$ cat src/rtl/bcg_pkg.sv
`timescale 1ns / 1ps

package bcg_pkg;

    localparam int SAMPLES       = 128;
    localparam int PRESSURE_BITS = 20;

    localparam logic [1:0] EV_NONE   = 2'd0;
    localparam logic [1:0] EV_ACCEPT = 2'd1;
    localparam logic [1:0] EV_REJECT = 2'd2;
    localparam logic [1:0] EV_TRACK  = 2'd3;

    localparam logic [15:0] GATE_RESET = 16'd130;
    localparam int OUT_W = 21;
    localparam logic signed [OUT_W-1:0] OUT_MAX = 21'sd1048575;

    typedef enum logic [8:0] {
        ST_IDLE    = 9'b000000001,
        ST_SORT_RD = 9'b000000010,
        ST_SORT_CP = 9'b000000100,
        ST_SORT_WR = 9'b000001000,
        ST_QRD     = 9'b000010000,
        ST_QCAP    = 9'b000100000,
        ST_CHECK   = 9'b001000000,
        ST_OUT     = 9'b010000000,
        ST_SORT_WT = 9'b100000000
    } state_t;

endpackage

$ cat src/rtl/baro_calibrate_and_gate_top.sv
`timescale 1ns / 1ps
// Barometer offset calibration with an outlier check and slew-limited output.
// The input channel carries words of op and pressure under in_valid/in_stall;
// an arm word (op = 1) yields no output, a pressure word yields one output
// word of static_pressure, calibrated and cal_event under out_valid/out_stall.
// gate_width is written through cfg_we/cfg_data; the user must write it only
// while the block is idle; the block does not enforce this. An ordinary sample
// passes through ST_OUT to the output register. The first pressure word after
// the sample memory is full sorts it in place with an insertion sort over its
// single read and write port (read and compare per compare-and-move, wait and
// write-back per entry), then reads the four quartile entries and the extremes
// before answering. One word is in flight at a time; a new word is taken once
// the previous result has moved into the output register, which waits while
// out_stall holds that register. The output word holds its value while stalled.
// Reset clears the count, sum, mean, last output, armed and calibrated
// flags and sets gate_width to 130; the sample memory is not cleared.
module baro_calibrate_and_gate_top
    import bcg_pkg::*;
(
    input  logic                     clk,
    input  logic                     rst_n,
    input  logic                     in_valid,
    output logic                     in_stall,
    input  logic                     op,
    input  logic [19:0]              pressure,
    output logic                     out_valid,
    input  logic                     out_stall,
    output logic signed [20:0]       static_pressure,
    output logic                     calibrated,
    output logic [1:0]               cal_event,
    input  logic                     cfg_we,
    input  logic [15:0]              cfg_data
);

    localparam int AW = $clog2(SAMPLES);
    localparam int CW = AW + 1;
    localparam int SW = PRESSURE_BITS + AW;
    localparam int QW = PRESSURE_BITS + 4;

    logic [PRESSURE_BITS-1:0] mem [SAMPLES];
    logic [PRESSURE_BITS-1:0] rdata_reg;
    logic [AW-1:0]            raddr;
    logic                     we;
    logic [AW-1:0]            waddr;
    logic [PRESSURE_BITS-1:0] wdata;

    always_ff @(posedge clk)
    begin
        if (we)
        begin
            mem[waddr] <= wdata;
        end
        rdata_reg <= mem[raddr];
    end

    state_t                   state_reg, state_next;
    logic [CW-1:0]            count_reg;
    logic [SW-1:0]            sum_reg;
    logic [PRESSURE_BITS-1:0] mean_reg;
    logic signed [OUT_W-1:0]  last_reg;
    logic                     armed_reg, done_reg;
    logic [15:0]              gate_reg;
    logic [AW-1:0]            i_reg, j_reg;
    logic [PRESSURE_BITS-1:0] key_reg;
    logic [2:0]               q_reg;
    logic [PRESSURE_BITS-1:0] qv_reg [6];
    logic                     ov_reg;
    logic signed [OUT_W-1:0]  od_reg;
    logic                     oc_reg;
    logic [1:0]               oe_reg;
    logic signed [OUT_W-1:0]  res_reg;
    logic [1:0]               ev_reg;
    logic [PRESSURE_BITS-1:0] p_reg;

    localparam logic [AW-1:0] QA0 = AW'(SAMPLES / 4 - 1);
    localparam logic [AW-1:0] QA1 = AW'(SAMPLES / 4);
    localparam logic [AW-1:0] QA2 = AW'(3 * SAMPLES / 4 - 1);
    localparam logic [AW-1:0] QA3 = AW'(3 * SAMPLES / 4);
    localparam logic [AW-1:0] QA5 = AW'(SAMPLES - 1);

    function automatic logic [AW-1:0] qaddr(input logic [2:0] q);
        unique case (q)
            3'd0:    qaddr = QA0;
            3'd1:    qaddr = QA1;
            3'd2:    qaddr = QA2;
            3'd3:    qaddr = QA3;
            3'd4:    qaddr = '0;
            default: qaddr = QA5;
        endcase
    endfunction

    logic accept;
    assign in_stall = (state_reg != ST_IDLE);
    assign accept   = in_valid && !in_stall;
    assign out_valid       = ov_reg;
    assign static_pressure = od_reg;
    assign calibrated      = oc_reg;
    assign cal_event       = oe_reg;

    logic signed [QW-1:0] q1x2, q3x2, iqr, hi, lo, smin, smax;
    assign q1x2 = QW'(qv_reg[0]) + QW'(qv_reg[1]);
    assign q3x2 = QW'(qv_reg[2]) + QW'(qv_reg[3]);
    assign iqr  = q3x2 - q1x2;
    assign hi   = q3x2 + (iqr <<< 1);
    assign lo   = q1x2 - (iqr <<< 1);
    assign smin = QW'(qv_reg[4]) <<< 1;
    assign smax = QW'(qv_reg[5]) <<< 1;

    logic signed [OUT_W+1:0] tgt, lim_lo, lim_hi, clip;
    assign tgt    = (OUT_W+2)'(mean_reg) - (OUT_W+2)'(p_reg);
    assign lim_lo = (OUT_W+2)'(last_reg) - (OUT_W+2)'(gate_reg);
    assign lim_hi = (OUT_W+2)'(last_reg) + (OUT_W+2)'(gate_reg);

    always_comb
    begin
        if (tgt < lim_lo)
        begin
            clip = lim_lo;
        end
        else if (tgt > lim_hi)
        begin
            clip = lim_hi;
        end
        else
        begin
            clip = tgt;
        end
        if (clip > (OUT_W+2)'(OUT_MAX))
        begin
            clip = (OUT_W+2)'(OUT_MAX);
        end
        else if (clip < -(OUT_W+2)'(OUT_MAX))
        begin
            clip = -(OUT_W+2)'(OUT_MAX);
        end
    end

    always_comb
    begin
        state_next = state_reg;
        raddr = j_reg;
        we    = 1'b0;
        waddr = j_reg;
        wdata = key_reg;
        unique case (state_reg)
            ST_IDLE:
            begin
                raddr = i_reg;
                if (accept && !op)
                begin
                    if (armed_reg && !done_reg && count_reg < CW'(SAMPLES))
                    begin
                        we    = 1'b1;
                        waddr = count_reg[AW-1:0];
                        wdata = pressure[PRESSURE_BITS-1:0];
                        state_next = ST_OUT;
                    end
                    else if (armed_reg && !done_reg)
                    begin
                        state_next = ST_SORT_WT;
                    end
                    else
                    begin
                        state_next = ST_OUT;
                    end
                end
            end
            ST_SORT_WT: state_next = ST_SORT_RD;
            ST_SORT_RD:
            begin
                raddr = j_reg - AW'(1);
                state_next = ST_SORT_CP;
            end
            ST_SORT_CP:
            begin
                if (j_reg != '0 && rdata_reg > key_reg)
                begin
                    we    = 1'b1;
                    wdata = rdata_reg;
                    state_next = (j_reg == AW'(1)) ? ST_SORT_WR : ST_SORT_RD;
                end
                else
                begin
                    state_next = ST_SORT_WR;
                end
                raddr = j_reg - AW'(2);
            end
            ST_SORT_WR:
            begin
                we    = 1'b1;
                raddr = i_reg + AW'(1);
                state_next = (i_reg == AW'(SAMPLES - 1)) ? ST_QRD : ST_SORT_WT;
            end
            ST_QRD:
            begin
                raddr = qaddr(q_reg);
                state_next = ST_QCAP;
            end
            ST_QCAP:
            begin
                raddr = qaddr(q_reg);
                state_next = (q_reg == 3'd5) ? ST_CHECK : ST_QRD;
            end
            ST_CHECK:   state_next = ST_OUT;
            ST_OUT:     state_next = (ov_reg && out_stall) ? ST_OUT : ST_IDLE;
            default:    state_next = ST_IDLE;
        endcase
    end

    always_ff @(posedge clk or negedge rst_n)
    begin
        if (!rst_n)
        begin
            state_reg <= ST_IDLE;
            count_reg <= '0;
            sum_reg   <= '0;
            mean_reg  <= '0;
            last_reg  <= '0;
            armed_reg <= 1'b0;
            done_reg  <= 1'b0;
            gate_reg  <= GATE_RESET;
            ov_reg    <= 1'b0;
            i_reg     <= '0;
            j_reg     <= '0;
            q_reg     <= '0;
            ev_reg    <= EV_NONE;
            key_reg   <= '0;
            qv_reg    <= '{default: '0};
            od_reg    <= '0;
            oc_reg    <= 1'b0;
            oe_reg    <= EV_NONE;
            res_reg   <= '0;
            p_reg     <= '0;
        end
        else
        begin
            state_reg <= state_next;
            if (cfg_we)
            begin
                gate_reg <= cfg_data;
            end
            if (ov_reg && !out_stall && state_reg != ST_OUT)
            begin
                ov_reg <= 1'b0;
            end
            unique case (state_reg)
                ST_IDLE:
                begin
                    if (accept && op)
                    begin
                        armed_reg <= 1'b1;
                    end
                    else if (accept)
                    begin
                        p_reg <= pressure[PRESSURE_BITS-1:0];
                        if (armed_reg && !done_reg && count_reg < CW'(SAMPLES))
                        begin
                            sum_reg   <= sum_reg + SW'(pressure[PRESSURE_BITS-1:0]);
                            count_reg <= count_reg + CW'(1);
                            last_reg  <= '0;
                            ev_reg    <= EV_NONE;
                            res_reg   <= '0;
                        end
                        else if (armed_reg && !done_reg)
                        begin
                            i_reg <= AW'(1);
                            j_reg <= AW'(1);
                            q_reg <= '0;
                        end
                        else
                        begin
                            ev_reg <= EV_TRACK;
                        end
                    end
                end
                ST_SORT_RD:
                begin
                    if (j_reg == i_reg)
                    begin
                        key_reg <= rdata_reg;
                    end
                end
                ST_SORT_CP:
                begin
                    if (j_reg != '0 && rdata_reg > key_reg)
                    begin
                        j_reg <= j_reg - AW'(1);
                    end
                end
                ST_SORT_WR:
                begin
                    i_reg <= i_reg + AW'(1);
                    j_reg <= i_reg + AW'(1);
                end
                ST_QCAP:
                begin
                    qv_reg[q_reg] <= rdata_reg;
                    q_reg <= q_reg + 3'd1;
                end
                ST_CHECK:
                begin
                    res_reg <= last_reg;
                    if (smax > hi || smin < lo)
                    begin
                        count_reg <= '0;
                        sum_reg   <= '0;
                        ev_reg    <= EV_REJECT;
                    end
                    else
                    begin
                        mean_reg <= sum_reg[SW-1:AW];
                        done_reg <= 1'b1;
                        ev_reg   <= EV_ACCEPT;
                    end
                end
                ST_OUT:
                begin
                    if (!(ov_reg && out_stall))
                    begin
                        ov_reg <= 1'b1;
                        if (ev_reg == EV_TRACK)
                        begin
                            last_reg <= clip[OUT_W-1:0];
                            od_reg   <= clip[OUT_W-1:0];
                            oe_reg   <= EV_NONE;
                        end
                        else
                        begin
                            od_reg <= res_reg;
                            oe_reg <= ev_reg;
                        end
                        oc_reg <= done_reg;
                    end
                end
                default:
                begin
                end
            endcase
        end
    end

endmodule
$ cat config.mk
export PLATFORM = sky130hd
export DESIGN_NAME = baro_calibrate_and_gate_top
export DESIGN_NICKNAME = d
export VERILOG_FILES = /design/src/rtl/bcg_pkg.sv /design/src/rtl/baro_calibrate_and_gate_top.sv
export SDC_FILE = /design/constraint.sdc
export NUM_CORES = 2
export LEC_CHECK = 0
export ABC_CLOCK_PERIOD_IN_PS = 7100
export BUFFER_PORTS_ARGS = -buffer_cell sky130_fd_sc_hd__buf_2
export CAP_MARGIN = 10
export CORE_UTILIZATION = 50
export CTS_CLUSTER_SIZE = 8
export DETAILED_ROUTE_END_ITERATION = 10
export HOLD_SLACK_MARGIN = 0.02
export PLACE_DENSITY = 0.65
export SLEW_MARGIN = 40
export SYNTH_ARGS = -nofsm -noshare
export SYNTH_HDL_FRONTEND = slang
export SYNTH_SLANG_ARGS = --single-unit
$ cat constraint.sdc
create_clock -name clk -period 7.1 [get_ports clk]
set_clock_uncertainty 0.2 [all_clocks]
set_input_delay 1.775 -clock clk [delete_from_list [all_inputs] [get_ports clk]]
set_output_delay 1.775 -clock clk [all_outputs]
set_load 0.05 [all_outputs]
After elaboration in Yosys (flattened, before gate mapping)
Memories as Yosys holds them, arrays and structs flattened. A register that Yosys moved wholly into a read port is not among the register bits. Cells that the tools add are included.

$add $sub $neg: 14. Reduce and logical (&&, ||, !) cells: 35. Multiply operators: 0. Magnitude comparators: 10. Divide/modulo/power cells: 0. Equal/unequal tests: 31. Muxes and demuxes: 71. Shift-type cells: 0. Bitwise logic cells: 4.

Operator list (number): 21-bit two-way mux (8); 120-bit bitwise mux (1); 27-bit two-way mux (4); 21-bit one-hot mux with 2 select lines (2); 9-bit one-hot mux with 9 select lines (1); 20-bit two-way mux (4); 7-bit one-hot mux with 5 select lines (2); 7-bit two-way mux (9); 20-bit demux with 3-bit select (1); 27-bit one-hot mux with 2 select lines (1); 23-bit two-way mux (2); 20-bit by 20-bit adder with 21-bit output (2); 8-bit two-way mux (5); 20-bit one-hot mux with 2 select lines (1); 9-bit two-way mux (4); 27-bit by 20-bit adder with 27-bit output (1); 22-bit by 23-bit adder with 24-bit output (1); 22-bit by 24-bit greater-than comparator with 1-bit output (1); 22-bit by 24-bit less-than comparator with 1-bit output (1); 22-bit by 23-bit subtractor with 24-bit output (1); 23-bit by 21-bit greater-than comparator with 1-bit output (second input constant) (1); 23-bit by 21-bit less-than comparator with 1-bit output (second input constant) (1); 21-bit by 17-bit adder with 22-bit output (1); 21-bit by 22-bit greater-than comparator with 1-bit output (1); 58 further kinds (109).

Memories: 1. ROM bits: 0. Flip-flop bits (word level): 328. Bits in latches: 0. Bits in writable memories: 2560.

Memory list: mem (words 128, width 20, rd ports 1, clocked after Yosys merged registers in 1, write ports 1, line baro_calibrate_and_gate_top.sv:40) `logic [PRESSURE_BITS-1:0] mem [SAMPLES];`.

Logic depth before layout (Yosys ltp)
Depth in word-level cells: 10. Depth in mapped cells: 39. Gate-level depth less buffers: 37.

Worst setup path before layout
Ideal clock, no wire load.

Path type: reg-to-reg. Start: reg qv_reg[81] (netlist name). End: reg mean_reg[18]. Clock period less this slack: 7.728 ns. Buffers on the path: 2. Setup slack: -0.628 ns. Arrival time: 7.403 ns. Required time: 6.775 ns. Cell stages (with the launch flop): 38. Path through: dfrtp_1 -> ha_1 -> a21oi_1 -> nor2_1 -> or3_1 -> a21o_1 -> a21o_1 -> xor2_1 -> inv_1 -> ha_1 -> o21a_1 -> o21a_1 -> o41a_1 -> or2_2 -> maj3_2 -> a211oi_2 -> nor3_1 -> nor2_1 -> [2 not listed] -> o21a_1 -> o21ai_0 -> nand2b_1 -> nor3b_1 -> a21oi_1 -> nand2_1 -> a21oi_1 -> xor2_1 -> ha_1 -> a21o_1 -> a221oi_1 -> nand2_1 -> o22ai_1 -> o31ai_4 -> a32oi_1 -> buf_6 -> buf_6 -> mux2_4.

Word-level cells in the longest chain between the ends: 7. Elaborated cells between the ends (all ways): 9.

RTL lines: from (decl) (line baro_calibrate_and_gate_top.sv:66) `logic [PRESSURE_BITS-1:0] qv_reg [6];`; from (signal, indexed assignment) (line baro_calibrate_and_gate_top.sv:297) `qv_reg[q_reg] <= rdata_reg;`; 20-bit by 20-bit adder with 21-bit output * (line baro_calibrate_and_gate_top.sv:101) `assign q1x2 = QW'(qv_reg[0]) + QW'(qv_reg[1]);`; 21-bit by 21-bit subtractor with 22-bit output (line baro_calibrate_and_gate_top.sv:103) `assign iqr = q3x2 - q1x2;`; 22-bit by 23-bit adder with 24-bit output / 22-bit by 23-bit subtractor with 24-bit output (equally long branches) (line baro_calibrate_and_gate_top.sv:104, baro_calibrate_and_gate_top.sv:105); 22-bit by 24-bit greater-than comparator with 1-bit output / 22-bit by 24-bit less-than comparator with 1-bit output (equally long branches) (line baro_calibrate_and_gate_top.sv:303) `if (smax > hi || smin < lo)`; 1-bit logical OR * (line baro_calibrate_and_gate_top.sv:303); 1-bit inverter (no source line) *; 2-bit AND reduction (no source line) *; to (signal assigned) (line baro_calibrate_and_gate_top.sv:311) `mean_reg <= sum_reg[SW-1:AW];`; to (decl) (line baro_calibrate_and_gate_top.sv:59) `logic [PRESSURE_BITS-1:0] mean_reg;`.

Every way passes the cells marked *; elsewhere a longest branch is shown, timed or not. A chain may end at the register's enable or synchronous reset.

Worst setup path after layout
Start: reg qv_reg[101] (netlist name). End: reg sum_reg[18].

Word-level cells in the longest chain between the ends: 7. Elaborated cells between the ends (all ways): 9.

RTL lines: 20-bit by 20-bit adder with 21-bit output * (line baro_calibrate_and_gate_top.sv:101); 21-bit by 21-bit subtractor with 22-bit output (line baro_calibrate_and_gate_top.sv:103); 22-bit by 23-bit adder with 24-bit output / 22-bit by 23-bit subtractor with 24-bit output (equally long branches) (line baro_calibrate_and_gate_top.sv:104, baro_calibrate_and_gate_top.sv:105); 22-bit by 24-bit greater-than comparator with 1-bit output / 22-bit by 24-bit less-than comparator with 1-bit output (equally long branches) (line baro_calibrate_and_gate_top.sv:303); 1-bit logical OR * (line baro_calibrate_and_gate_top.sv:303); 2-bit != test (no source line) *; 5-bit AND reduction (no source line) *; to (signal assigned) (line baro_calibrate_and_gate_top.sv:258) `sum_reg <= sum_reg + SW'(pressure[PRESSURE_BITS-1:0]);`; to (decl) (line baro_calibrate_and_gate_top.sv:58) `logic [SW-1:0] sum_reg;`.

Marked as above.

==> flow_summary.yaml <==
status:
  outcome: "complete, but fails checks"
  violations: "negative setup slack"
worst_setup_path:
  start_kind: "flop"
  critPathArrivalTime_ns: 8.45
  max_stage_delay_ns: 0.39
  timing.rr.start: "qv_reg[101]"
  crit_end: "sum_reg[18]"
  startpoint: "qv_reg[101]"
  crit_path_end_kind: "flop"
  crit_type: "flop to flop"
  reg2reg_slack_ns: -0.81
  critPathSlowestCell: "or3_1"
  path_max_fanout: 7
  cp_common_cell: "a21o_1"
  r2r_cells: 41
  worstPathRequired_ns: 7.63
  rr_endpoint: "sum_reg[18]"
synthesis:
  yosys_warnings: 0
  synth-seq-cells: 2908
  synthCells: 10036
  syn_nets: 10367
  async_reset_ff_frac: 0.113
  synth_mux_area_frac: 0.0145
  synth-compound-area-share: 0.140
  ys_types: 102
  synth_top_family_by_area: "compound AO/OA/AOI/OAI gates"
  netlist_area_mm2: 0.128
  avgSynthCellArea_um2: 12.8
  synth_flop_cell: "edfxtp_1"
  synth_xor_area_frac: 0.0109
  synthSimpleGateAreaFrac: 0.113
  synth_seq_area_share: 0.666
  synth_edf_count: 2560
  synth_adder_area_share: 0.0290
job:
  max_cap_violations: 0
clock_tree:
  path_clk_slew_ns: 0.05
  cts_buffers: 408
  cts_hold_buffers: 0
  cts.htree.levels: 5
  cts_num_sinks: 2908
  clockBufferDepth: 4
  insertion_delay_ns: 0.91
  cts_tree: "yes"
  root_buffer: "clkbuf_16"
timing:
  finalWorstSetupSlack_ns: -0.815
  setup_viol: 58
  holdWs_ns: 0.263
  rsz0062_at_grt: "true"
  period_needed_ns: 7.91
  setup_tns_ns: -43.77
  drv_slew: 0
  fin_crit_sh: 1.11
  max_freq_mhz: 126
  relSlewSlack: 0.138
  worst_pin_slew_ns: 1.29
  final_hold_viol_count: 0
floorplan:
  die_h_um: 509
  dieArea_mm2: 0.259
  ios: 68
  die_x_um: 509
  fp.coreArea_mm2: 0.255
  start_util: 0.504
  row_count: 185
layout:
  syn_to_final_growth_pct: 16.0
  fin_nets: 10860
  drive_above_1_share: 0.157
  nFillCells: 19840
  fin_area_mm2: 0.149
  largest_register_ffs: 2560
pwr:
  p_leak_nw: 53.5
  peakVddDrop_v: 0.000502
  power.density_mw_per_mm2: 382
  total_power_mw: 56.8
placed_design:
  dp_slack_ns: -0.857
  placed_area_mm2: 0.137
  io_buffers: 67
  hpwlAfterDp_um: 224000
  gp_congestion: 0.906
drt:
  m1WireLength_um: 155000
  wl_met2_um: 168000
  first_pass_iters: 9
  met3_length_um: 30800
  drtAntennaViolNets: 0
  drc_errors: 0
  drt_wl_total_um: 369000
  drt_iter0_drc: 9462
  avgViaCountPerCell: 6.23
  vias: 87081
  wl_per_cell_um: 26.4
  routed.top_layer: "met5"
global_routing:
  antenna_found_initial: 13
  grt_pass1_wl_um: 547000
  grtUsageTotal: 0.282
  grt_pass1_vias: 84677
  grt-ovfl-total: 0
  grt_max_degree: 161
worst_hold_path:
  hold_class: "flop to flop"
-- worst min-delay path by stage --
stage                         from                   to  slack [ns]  cells past startpoint
3_5_place_dp            calibrated           calibrated        0.26                      2
3_3_place_gp            calibrated           calibrated        0.25                      2
4_1_cts                 calibrated           calibrated        0.27                      2
6_report                calibrated           calibrated        0.26                      2
5_1_grt        static_pressure[13]  static_pressure[13]        0.30                      2
2_1_floorplan          qv_reg[100]          qv_reg[100]        0.25                      2
-- cell usage after synthesis (140+ instances only) --
| cell | count | area share |
|---|---|---|
| edfxtp_1 | 2560 | 0.60 |
| nand2_1 | 1672 | 0.049 |
| a211oi_1 | 820 | 0.048 |
| clkbuf_1 | 612 | 0.018 |
| and2_1 | 576 | 0.028 |
| a311oi_1 | 403 | 0.028 |
| a21oi_1 | 364 | 0.014 |
| dfrtp_1 | 325 | 0.063 |
| nor2_1 | 313 | 0.0092 |
| ha_1 | 280 | 0.027 |
| a31oi_1 | 260 | 0.013 |
| o21ai_0 | 202 | 0.0079 |
| inv_1 | 183 | 0.0054 |
| mux2_2 | 158 | 0.014 |
| nor3_1 | 140 | 0.0055 |
-- placed cells by master (no fill, tap or decap), drive strengths merged, types with 50 or more instances in the layout --
cell	Yosys	routed
edfxtp	2560	2560
nand2	1673	1673
a211oi	821	821
buf	63	759
and2	660	660
clkbuf	614	472
a311oi	406	406
a21oi	365	365
dfrtp	325	325
nor2	313	313
ha	280	280
a31oi	260	260
o21ai	209	209
inv	184	195
mux2	159	159
nor3	141	141
xnor2	115	115
a21o	91	91
o311ai	85	85
nand3	69	69
nand2b	50	50
-- power by group --
group	switching, mW	internal, mW	leakage, nW
Sequential	0.422	19.2	28.4
Combinational	13.8	6.34	19.8
Clock	6.76	10.3	5.32
Total	20.9	35.9	53.5
-- kinds of logic after synthesis --
logic type | count (synthesis)
compound gates | 2513
xor+xnor | 160
fa+ha+maj | 293
buf+inv | 862
flops | 2908
mux | 166
simple gates | 3134
-- cell type report --
| type | instances | area, um^2 | area share |
|---|---|---|---|
| sequential | 2908 | 85500 | 0.574 |
| inverter | 185 | 694 | 0.00466 |
| multi-input combinational | 6266 | 41000 | 0.275 |
| timing repair buffer | 760 | 6620 | 0.0445 |
| clock buffer | 471 | 10600 | 0.0711 |
| tap | 3366 | 4210 | 0.0283 |
| antenna | 8 | 20.0 | 0.000134 |
| clock inverter | 22 | 307 | 0.00206 |
-- stage by stage --
| step | util | instances |
|---|---|---|
| finish | 0.585 | 13986 |
| global route | 0.585 | 13979 |
| CTS | 0.583 | 13971 |
| detailed placement | 0.539 | 13467 |
| global placement | 0.538 | 13461 |
| floorplan | - | 10036 |
-- what timing repair did --
| action | in CTS | in global routing |
|---|---|---|
| resized for setup | 23 | 83 |
| endpoints found under the setup margin | 59 | 94 |
| pin swaps | 1 | 16 |
| buffers inserted | 9 | 5 |
| cloned | 2 | 1 |
-- routing by layer --
layer / global-route usage / vias to the layer above
met3: 0.0467 / 702
met1: 0.396 / 43804
met2: 0.436 / 3612
met5: 0 / -
met4: 0.118 / 2
li1: - / 38961
-- critical path: cells and delay by family, from the launching register on --
family	cells	cell delay [ns]
xor gates and xnor gates	2	0.32
adders and majority gates	5	1.47
DFF	1	0.38
buffers and inverters	5	0.63
and+or+nand+nor	9	1.26
AOI/OAI and AO/OA	20	3.48
(Power assumes the default switching activity.)
